## src/rtl/lcb_pkg.sv

```systemverilog
// Shared types and constants for the LRU cache with byte budget.
// No dependencies; used by every module under rtl/.
`default_nettype none
package lcb_pkg;

  localparam int unsigned ENTRIES_DEF  = 64;
  localparam logic [31:0] BUDGET_RESET = 32'd16777216;
  localparam int unsigned SLOT_W       = 6;
  localparam int unsigned COUNT_W      = 7;

  typedef enum logic [1:0] {
    OP_HAS = 2'd0,
    OP_GET = 2'd1,
    OP_PUT = 2'd2,
    OP_ALT = 2'd3
  } opcode_t;

  typedef struct packed {
    logic [1:0]  opcode;
    logic [63:0] key_low;
    logic [63:0] key_high;
    logic [31:0] image_size;
  } req_t;

  typedef struct packed {
    logic               status;
    logic               hit;
    logic [SLOT_W-1:0]  slot;
    logic [31:0]        entry_size;
    logic [COUNT_W-1:0] entry_count;
    logic [31:0]        total_bytes;
    logic [COUNT_W-1:0] evictions;
  } rsp_t;

  typedef struct packed {
    logic [63:0] key_low;
    logic [63:0] key_high;
    logic [31:0] size;
    logic [63:0] stamp;
  } entry_t;

  typedef struct packed {
    logic clear;
    logic step;
    logic lru_mode;
  } scan_ctl_t;

endpackage
`default_nettype wire

```

## src/rtl/lcb_scan.sv

```systemverilog
// Shared scan unit: key match (first hit) or 64-bit stamp minimum (lowest
// slot on ties), one entry per step. Depends on lcb_pkg.
`default_nettype none
module lcb_scan #(
  parameter int unsigned IDX_W = 6
) (
  input  wire logic               clk,
  input  wire lcb_pkg::scan_ctl_t ctl,
  input  wire lcb_pkg::entry_t    ent,
  input  wire logic               ent_valid,
  input  wire logic [IDX_W-1:0]   ent_idx,
  input  wire logic [63:0]        key_low,
  input  wire logic [63:0]        key_high,
  output logic                    found_r,
  output logic [IDX_W-1:0]        idx_r,
  output logic [31:0]             size_r
);

  logic [63:0] best_r;
  logic        take;

  always_comb begin
    if (ctl.lru_mode) begin
      take = ent_valid && (!found_r || (ent.stamp < best_r));
    end else begin
      take = ent_valid && !found_r &&
             (ent.key_low == key_low) && (ent.key_high == key_high);
    end
  end

  always_ff @(posedge clk) begin
    if (ctl.clear) begin
      found_r <= 1'b0;
    end else if (ctl.step && take) begin
      found_r <= 1'b1;
      idx_r   <= ent_idx;
      size_r  <= ent.size;
      best_r  <= ent.stamp;
    end
  end

endmodule
`default_nettype wire

```

## config.mk

```make
export PLATFORM = sky130hd
export DESIGN_NAME = lcb_scan
export DESIGN_NICKNAME = d
export VERILOG_FILES = /design/src/rtl/lcb_pkg.sv /design/src/rtl/lcb_scan.sv
export SDC_FILE = /design/constraint.sdc
export NUM_CORES = 1
export LEC_CHECK = 0
export BUFFER_PORTS_ARGS = -buffer_cell sky130_fd_sc_hd__clkbuf_2
export CAP_MARGIN = 20
export CELL_PAD_IN_SITES_DETAIL_PLACEMENT = 1
export CELL_PAD_IN_SITES_GLOBAL_PLACEMENT = 1
export CORE_AREA = 2 2 157 159
export CTS_CLUSTER_SIZE = 14
export DETAILED_ROUTE_END_ITERATION = 10
export DIE_AREA = 0 0 159 161
export PLACE_DENSITY = 0.73
export SYNTH_ARGS = -nofsm -noshare
export SYNTH_HDL_FRONTEND = slang
export SYNTH_SLANG_ARGS = --single-unit
```

## constraint.sdc

```tcl
create_clock -name clk -period 7.8 [get_ports clk]
set_input_delay 0.78 -clock clk [delete_from_list [all_inputs] [get_ports clk]]
set_output_delay 0.78 -clock clk [all_outputs]
set_load 0.02 [all_outputs]
```

==> results of run 1 <==
==> power by group through the flow <==
stage / Clock, W / Combinational, W / Sequential (W)
final: 0.000441 / 0.000244 / 0.000623
after global routing: 0.000484 / 0.000273 / 0.000624
after CTS: 0.000462 / 0.000249 / 0.000623
after detailed placement: 0 / 0.000248 / 0.000636
after global placement: 0 / 0.000240 / 0.000635
after floorplan: 0 / 0.000101 / 0.000641
==> worst max-delay path, stage by stage <==
cell	delay, ps
clkbuf_2	90
xor2_1	150
a221o_1	250
nor4_1	410
nand4_1	270
nor4_2	210
o21ai_1	170
a211oi_4	240
buf_4	660
==> kinds of logic (layout without fill, tap and decap cells) <==
logic type,after synthesis,count (layout)
AO/OA/AOI/OAI,67,67
XOR/XNOR,112,112
adder cells (fa/ha/maj),63,63
buffers and inverters,82,501
flip-flops,103,103
other,0,6
AND/OR/NAND/NOR,105,105
==> layout by cell type, fill, tap and decap left out, types with 6 or more instances in the layout <==
cell	count
edfxtp_1	102
a21oi_1	24
nand4_1	37
diode_2	6
nor4_1	11
o21ai_0	7
nor2_1	15
o22ai_1	6
nand2_1	21
clkbuf_16	9
ha_1	63
xor2_1	13
xnor2_1	99
inv_1	82
o21ai_1	9
clkbuf_2	401
==> stage by stage <==
stage	instances	area [um2]	power (W)
2_1_floorplan	532	6150	0.000742
3_3_place_gp	1259	8590	0.000875
3_5_place_dp	1259	8590	0.000883
4_1_cts	1275	8880	0.00133
5_1_grt	1281	8890	0.00138
6_report	1281	8890	0.00131
==> layer usage <==
| metal | routed length (um) | global-route usage | vias up | share of wire |
|---|---|---|---|---|
| met5 | 41 | 0 | - | 0.0018 |
| met1 | 7510 | 0.168 | 2567 | 0.32 |
| met2 | 12400 | 0.347 | 269 | 0.53 |
| met4 | 815 | 0.0678 | 6 | 0.035 |
| met3 | 2600 | 0.0819 | 40 | 0.11 |
| li1 | - | - | 2736 | - |
==> worst paths after layout <==
kind	cells past startpoint	end	slack [ps]	from
max	9	size_r[18]$_DFFE_PP_	4510	key_low[44]
min	2	found_r$_SDFFE_PP0P_	520	found_r$_SDFFE_PP0P_
max reg2reg	10	size_r[18]$_DFFE_PP_	4810	best_r[17]$_DFFE_PP_
min reg2reg	2	found_r$_SDFFE_PP0P_	520	found_r$_SDFFE_PP0P_
==> registers in the layout, indices dropped and copies added (netlist names) <==
name,cells
idx_r,6
size_r,32
found_r,1
best_r,64
==> area by class of cell <==
class,instances,share of cell area
antenna,6,0.00169
clock inverter,7,0.00704
inverter,82,0.0346
multi-input combinational,347,0.312
tap,324,0.0456
clock buffer,9,0.0253
sequential,103,0.347
timing repair buffer,403,0.227
==> results_dict.tcl, run 1 <==
set metrics [dict create \
    status "finished, final reports clean" \
    io_buffers 401 \
    ys_seq_area_frac 0.501 \
    power_frac_clock 0.337 \
    antenna_found_initial 11 \
    startpoint_type "input port" \
    route.antenna.remaining_nets 0 \
    synthAdderAreaFrac 0.128 \
    vias 5618 \
    end_kind "register" \
    row_count 57 \
    overflow 0 \
    final_nets 1372 \
    grt.total_usage 0.181 \
    slew_headroom 0.484 \
    clock-sinks 103 \
    switchingPower_w 0.000332 \
    hold_viol 0 \
    hpwl_mm 21.1 \
    finalCriticalPeriod_ps 3290 \
    synthXorXnorAreaFrac 0.159 \
    synthMostInstantiatedCell "edfxtp_1" \
    pin_count 402 \
    wire_per_inst_um 18.3 \
    crit_arrival_ps 3260 \
    grt_pass1_wl_mm 35.2 \
    synthArstFlopShare 0 \
    hold-worst-slack_ps 522 \
    synth_area_per_cell_um2 11.6 \
    insertion_delay_ps 340 \
    synth_top_family_by_area "XOR/XNOR gates" \
    grt_pass1_vias 6330 \
    syn_nets 958 \
    synth_largest_area_cell "edfxtp_1" \
    synth-simple-area-share 0.0921 \
    synth_mux_area_frac 0 \
    drt_pass1_iterations 4 \
    cts-resized-gates 0 \
    cts_tree "yes" \
    rsz0062_at_grt "false" \
    worstPathRequired_ps 7770 \
    p_int_w 0.000976 \
    core_um2 24000 \
    leakage_nw 4.18 \
    synth-main-ff-cell "edfxtp_1" \
    peakVddDrop_mv 0.116 \
    p_seq_frac 0.476 \
    synthToLayoutAreaGrowth_pct 44.5 \
    die_area_um2 25600 \
    fin_worst_skew_ps 11.8 \
    drive_gt1_frac 0.445 \
    max_freq_mhz 304 \
    yosys_warnings 0 \
    setup_slack_ps 4510 \
    wl_mm 23.4 \
    syn_inst 532 \
    drc 0 \
    crit_fanout 62 \
    cts_max_path_buffers 2 \
    ys_types 33 \
    finish.utilization 0.371 \
    switching_share 0.254 \
    seq_area_um2 3080 \
    critPathKind "input port to register" \
    synth_compound_area_frac 0.0693 \
    dpl_worst_slack_ps 4070 \
    netlist_area_um2 6150 \
    synth_edf_count 102 \
    root_buffer "clkbuf_16" \
    cap_violations 0 \
    setup_viol 0 \
    fill_cells 2874 \
    die_x_um 159 \
    worst_slew_pin_slew_ps 774 \
    synthTopCellsByArea "edfxtp_1 50%, xnor2_1 14%, ha_1 13%" \
    htreeDepth 3 \
    drv_slew 0 \
    grt_max_degree 63 \
    multiInputGateArea_um2 2770 \
    globalplace.congestion 0.910 \
    hp-class "register to register" \
    vias_per_cell 4.39 \
    finalSetupTns_ps 0 \
    powerDensity_nw_per_um2 147 \
    finalCritPeriodShare 0.422 \
    synth_top_area_share 0.498 \
    initial_core_util 0.257 \
    synth_commonest_cells "102 x edfxtp_1, 99 x xnor2_1, 82 x inv_1, 63 x ha_1, 37 x nand4_1" \
    ys_ff_latch 103 \
    hold_buffers 0 \
    clk_pin_slew_ps 70 \
    cts_setup_buffers 0 \
    combPwrFrac 0.187 \
    cts_buffers 9 \
    drt_iter0_markers 174 \
    die_y_um 161 \
]
(Power assumes the default switching activity.)
==> inputs of run 2 (changes only) <==
- clock period: 7.8 -> 3.35 ns (I/O delays scaled with it)
==> results_dict.tcl, run 2 (synthesized netlist as in run 1, its figures left out) <==
set metrics [dict create \
    dpl_worst_slack_ps 205 \
    critPathTopFamily "compound AO/OA/AOI/OAI gates" \
    drv_slew 0 \
    setup_slack_ps 518 \
    fin_cells 1279 \
    regToRegSetupSlack_ps 520 \
    critical-path-max-stage-delay_ps 380 \
    wl_mm 21.9 \
    startpoint_type "register" \
    setup_viol 0 \
    worstPathRequired_ps 3360 \
    overflow 0 \
    critPathKind "register to register" \
    hold_buffers 0 \
    vias 5563 \
    hold_viol 0 \
    finalCriticalPeriod_ps 2830 \
    hp-class "input port to register" \
    end_kind "register" \
    critPathBufInv 2 \
    grt_max_degree 64 \
    initial_core_util 0.257 \
    hpwl_mm 19.6 \
    row_count 57 \
    drive_gt1_frac 0.449 \
    core_um2 24000 \
    cts_tree "yes" \
    drt_iter0_markers 190 \
    cts_buffers 9 \
    leakage_nw 4.20 \
    clk_pin_slew_ps 80 \
    grt.total_usage 0.170 \
    cp_common_cell "a21oi_1" \
    slew_headroom 0.628 \
    die_x_um 159 \
    final_nets 1375 \
    largest_register_ff_count 64 \
    die_y_um 161 \
    fin_worst_skew_ps 6.59 \
    grt_pass1_wl_mm 33.0 \
    final_cell_mix "401 x clkbuf_2, 102 x edfxtp_1, 99 x xnor2_1" \
    worst_slew_pin_slew_ps 554 \
    die_area_um2 25600 \
    antenna_found_initial 3 \
    insertion_delay_ps 350 \
    globalplace.congestion 0.892 \
    status "finished, final reports clean" \
    max_freq_mhz 353 \
    rsz0062_at_grt "false" \
    htreeDepth 3 \
    final_common_cell "clkbuf_2" \
    synthToLayoutAreaGrowth_pct 45.6 \
    fin_total_pwr_w 0.00306 \
    route.antenna.remaining_nets 0 \
    vias_per_cell 4.35 \
    crit_slowest_cell "a211oi_4" \
    dp.cells 1262 \
    cts-resized-gates 0 \
    cts_max_path_buffers 2 \
    finalCritPeriodShare 0.845 \
    hold-worst-slack_ps 155 \
    top_regs "best_r x64, size_r x32, idx_r x6" \
    root_buffer "clkbuf_16" \
    wire_per_inst_um 17.1 \
    regMostFlops "best_r" \
    drc 0 \
    powerDensity_nw_per_um2 342 \
    io_buffers 401 \
    crit_arrival_ps 2850 \
    drt_pass1_iterations 5 \
    grt_pass1_vias 6075 \
    peakVddDrop_mv 0.221 \
    cts_setup_buffers 0 \
    pin_count 402 \
    crit_fanout 63 \
    cp_cell_sequence "inv_1 -> ha_1 -> a21oi_1 -> o21ai_0 -> a21oi_1 -> nor2_1 -> a211oi_1 -> o21ai_1 -> a211oi_4 -> buf_12" \
    clock-sinks 103 \
    cap_violations 0 \
]
-- run 2: changes by cell type in the layout (fill, tap and decap cells not counted), moves of 2 or more --
cell,previous run,this run
buf_12,0,2
ha_4,0,2
ha_1,63,61
diode_2,6,1
-- run 2: layout make-up --
class                           count  area (um2)
Clock inverter                      7        66.3
Antenna cell                        1        2.50
Clock buffer                        9         225
Sequential cell                   103        3080
Fill cell                        2839       15000
Tap cell                          324         405
Multi-Input combinational cell    347        2800
Timing Repair Buffer              406        2070
Inverter                           82         308
-- run 2: path summary, 6_finish.rpt --
kind	from	to	cells past startpoint
worst max register to register	best_r[7]$_DFFE_PP_	best_r[29]$_DFFE_PP_	10
worst max-delay path	best_r[7]$_DFFE_PP_	best_r[29]$_DFFE_PP_	10
worst min-delay path	ent[77]	size_r[13]$_DFFE_PP_	1
worst min register to register	found_r$_SDFFE_PP0P_	found_r$_SDFFE_PP0P_	2
-- run 2: layer usage --
layer  vias to the layer above  track usage  part of all wire
met4                         4       0.0388             0.014
met5                         -            0            0.0010
met1                      2573        0.205              0.42
met3                        23       0.0483             0.073
met2                       226        0.301              0.49
li1                       2737            -                 -
-- run 2: stage by stage --
step	area (um2)	util	TNS, ps
floorplan	6190	-	-113560
global placement	8660	0.362	0
detailed placement	8660	0.362	0
CTS	8960	0.374	0
global route	8960	0.374	0
finish	8960	0.374	0
-- run 2: report_power, final --
group	switching [W]	internal, W	total, W
Clock	0.000512	0.000523	0.00103
Sequential	0.00000647	0.00144	0.00145
Combinational	0.000270	0.000309	0.000579
Total	0.000788	0.00228	0.00306
-- run 2: worst reg2reg max path, cell delays in order (launching register included) --
cell,delay [ps]
edfxtp_1,360
inv_1,60
ha_1,230
a21oi_1,170
o21ai_0,130
a21oi_1,200
nor2_1,60
a211oi_1,310
o21ai_1,190
a211oi_4,380
buf_12,350
==> inputs of run 3 (changes only) <==
- ABC_AREA: default -> 1
- CORE_AREA: 2 2 157 159 -> 2 2 156 158
- DIE_AREA: 0 0 159 161 -> 0 0 158 160
- PLACE_DENSITY: 0.73 -> 0.77
- clock period: 3.35 -> 2.7 ns (I/O delays scaled with it)
==> results_dict.tcl, run 3 <==
set metrics [dict create \
    status "finished, final reports clean" \
    hold_viol 0 \
    hp-class "input port to register" \
    io_buffers 401 \
    setup_slack_ps 292 \
    synth_edf_count 102 \
    critPathKind "register to register" \
    dpl_worst_slack_ps 214 \
    regMostFlops "best_r" \
    cp_common_cell "nand2_1" \
    synth_top_family_by_area "simple AND/OR/NAND/NOR gates" \
    finalCritPeriodShare 0.892 \
    crit_fanout 52 \
    synthTopCellsByArea "edfxtp_1 48%, ha_1 12%, nand2_1 7.7%" \
    netlist_area_um2 6390 \
    r2r_cells 16 \
    die_x_um 158 \
    synth_largest_area_cell "edfxtp_1" \
    htreeDepth 3 \
    cap_violations 0 \
    synth_mux_area_frac 0 \
    fill_cells 2998 \
    route.antenna.remaining_nets 0 \
    yosys_warnings 0 \
    powerDensity_nw_per_um2 427 \
    cts_buffers 9 \
    synth-simple-area-share 0.145 \
    critical-path-max-stage-delay_ps 370 \
    die_y_um 160 \
    grt_pass1_wl_mm 32.4 \
    syn_inst 653 \
    root_buffer "clkbuf_16" \
    synth_compound_area_frac 0.0582 \
    drv_slew 0 \
    hpwl_mm 18.9 \
    setup_viol 0 \
    fin_worst_skew_ps 6.55 \
    peakVddDrop_mv 0.341 \
    final_nets 1494 \
    cts_max_path_buffers 2 \
    grt_max_degree 53 \
    initial_core_util 0.268 \
    leakage_nw 4.60 \
    cts-resized-gates 0 \
    worst_slew_pin_slew_ps 344 \
    pin_count 402 \
    slew_headroom 0.770 \
    cp_cell_sequence "inv_1 -> ha_1 -> nand2_1 -> inv_1 -> nand3_1 -> inv_1 -> a21oi_1 -> nand2_1 -> nand2_1 -> nand2_1 -> nand2_1 -> nand2_1 -> nand2_1 -> nand2_2 -> a21oi_4 -> buf_12" \
    overflow 0 \
    crit_slowest_cell "edfxtp_1" \
    startpoint_type "register" \
    clk_pin_slew_ps 70 \
    dp.cells 1381 \
    synth_commonest_cells "131 x nand2_1, 112 x inv_1, 102 x edfxtp_1, 63 x ha_1, 55 x xnor2_1" \
    syn_nets 1079 \
    synthXorXnorAreaFrac 0.125 \
    synthMostInstantiatedCell "nand2_1" \
    hold_buffers 0 \
    top_regs "best_r x64, size_r x32, idx_r x6" \
    antenna_found_initial 2 \
    crit_end "best_r[6]$_DFFE_PP_" \
    clock-sinks 103 \
    ys_ff_latch 103 \
    drt_iter0_markers 193 \
    vias_per_cell 4.24 \
    cts_setup_buffers 0 \
    grt.total_usage 0.168 \
    crit_path_start "best_r[15]$_DFFE_PP_" \
    insertion_delay_ps 350 \
    synth_top_area_share 0.480 \
    drt_pass1_iterations 4 \
    finalCriticalPeriod_ps 2410 \
    final_common_cell "clkbuf_2" \
    wl_mm 21.1 \
    die_area_um2 25300 \
    fin_cells 1399 \
    min_path_cells 1 \
    max_freq_mhz 415 \
    drive_gt1_frac 0.402 \
    crit_arrival_ps 2440 \
    cts_tree "yes" \
    largest_register_ff_count 64 \
    end_kind "register" \
    ys_types 27 \
    rr_startpoint "best_r[15]$_DFFE_PP_" \
    synth-main-ff-cell "edfxtp_1" \
    drc 0 \
    synth_area_per_cell_um2 9.78 \
    synthArstFlopShare 0 \
    final_cell_mix "401 x clkbuf_2, 130 x nand2_1, 112 x inv_1" \
    synthToLayoutAreaGrowth_pct 43.9 \
    core_um2 23800 \
    synthAdderAreaFrac 0.123 \
    ys_seq_area_frac 0.483 \
    rsz0062_at_grt "false" \
    regToRegSetupSlack_ps 290 \
    row_count 57 \
    vias 5932 \
    regToRegEndpoint "best_r[6]$_DFFE_PP_" \
    grt_pass1_vias 6557 \
    globalplace.congestion 0.913 \
    wire_per_inst_um 15.1 \
    worstPathRequired_ps 2730 \
]
## run 3: cell types whose count changed after synthesis, moves of 8 or more
cell / delta
inv_1: +30
nand2_1: +110
nand4_1: -23
nor2_1: +8
nor3_1: +27
nor4_1: -10
o21ai_0: +8
or2_2: +8
xnor2_1: -44
xor2_1: +23
## run 3: routing by layer
metal,track usage,vias to the layer above,part of all wire
met3,0.0608,30,0.080
met4,0.0467,0,0.021
met5,0,-,0
li1,-,3008,-
met2,0.308,208,0.52
met1,0.178,2686,0.38
## run 3: worst min-delay path by stage
stage	start	endpoint	slack [ps]
global route	ent[64]	size_r[0]$_DFFE_PP_	70
CTS	ent[82]	size_r[18]$_DFFE_PP_	80
floorplan	ctl[2]	found_r$_SDFFE_PP0P_	360
detailed placement	ent[87]	size_r[23]$_DFFE_PP_	450
global placement	ent[79]	size_r[15]$_DFFE_PP_	450
finish	ent[82]	size_r[18]$_DFFE_PP_	90
## run 3: critical path: cells and delay by family, from the launching register on
kind | cells | cell delay, ps
compound gates | 2 | 340
fa+ha+maj | 1 | 230
buf+inv | 4 | 460
flops | 1 | 370
simple gates | 9 | 630
## run 3: kinds of logic after synthesis
family                     count (synthesis)
and+or+nand+nor                          217
xor gates and xnor gates                  91
DFF                                      103
buffers and inverters                    112
adders and majority gates                 63
AOI/OAI and AO/OA                         67
## run 3: final cells by class
type | instances | area (um2) | area share
multi-input combinational | 438 | 2890 | 0.315
sequential | 103 | 3080 | 0.335
clock inverter | 7 | 103 | 0.0112
tap | 324 | 405 | 0.0441
clock buffer | 9 | 225 | 0.0245
timing repair buffer | 404 | 2050 | 0.224
antenna | 2 | 5.00 | 0.000545
inverter | 112 | 420 | 0.0457
## run 3: where the power goes
group	internal, W	switching (W)	total (W)
registers	0.00179	0.00000849	0.00180
clock network	0.000825	0.000591	0.00142
logic	0.000371	0.000342	0.000713
total	0.00299	0.000941	0.00393
## run 3: through the flow
stage | total power [W] | TNS, ps | area, um2 | util | hold slack (ps)
6_report | 0.00393 | 0 | 9190 | 0.386 | 91.2
5_1_grt | 0.00413 | 0 | 9190 | 0.386 | 68.8
4_1_cts | 0.00399 | 0 | 9190 | 0.386 | 76.7
3_5_place_dp | 0.00256 | 0 | 8860 | 0.372 | 449
3_3_place_gp | 0.00253 | 0 | 8860 | 0.372 | 446
2_1_floorplan | 0.00215 | -79240 | 6400 | - | 356
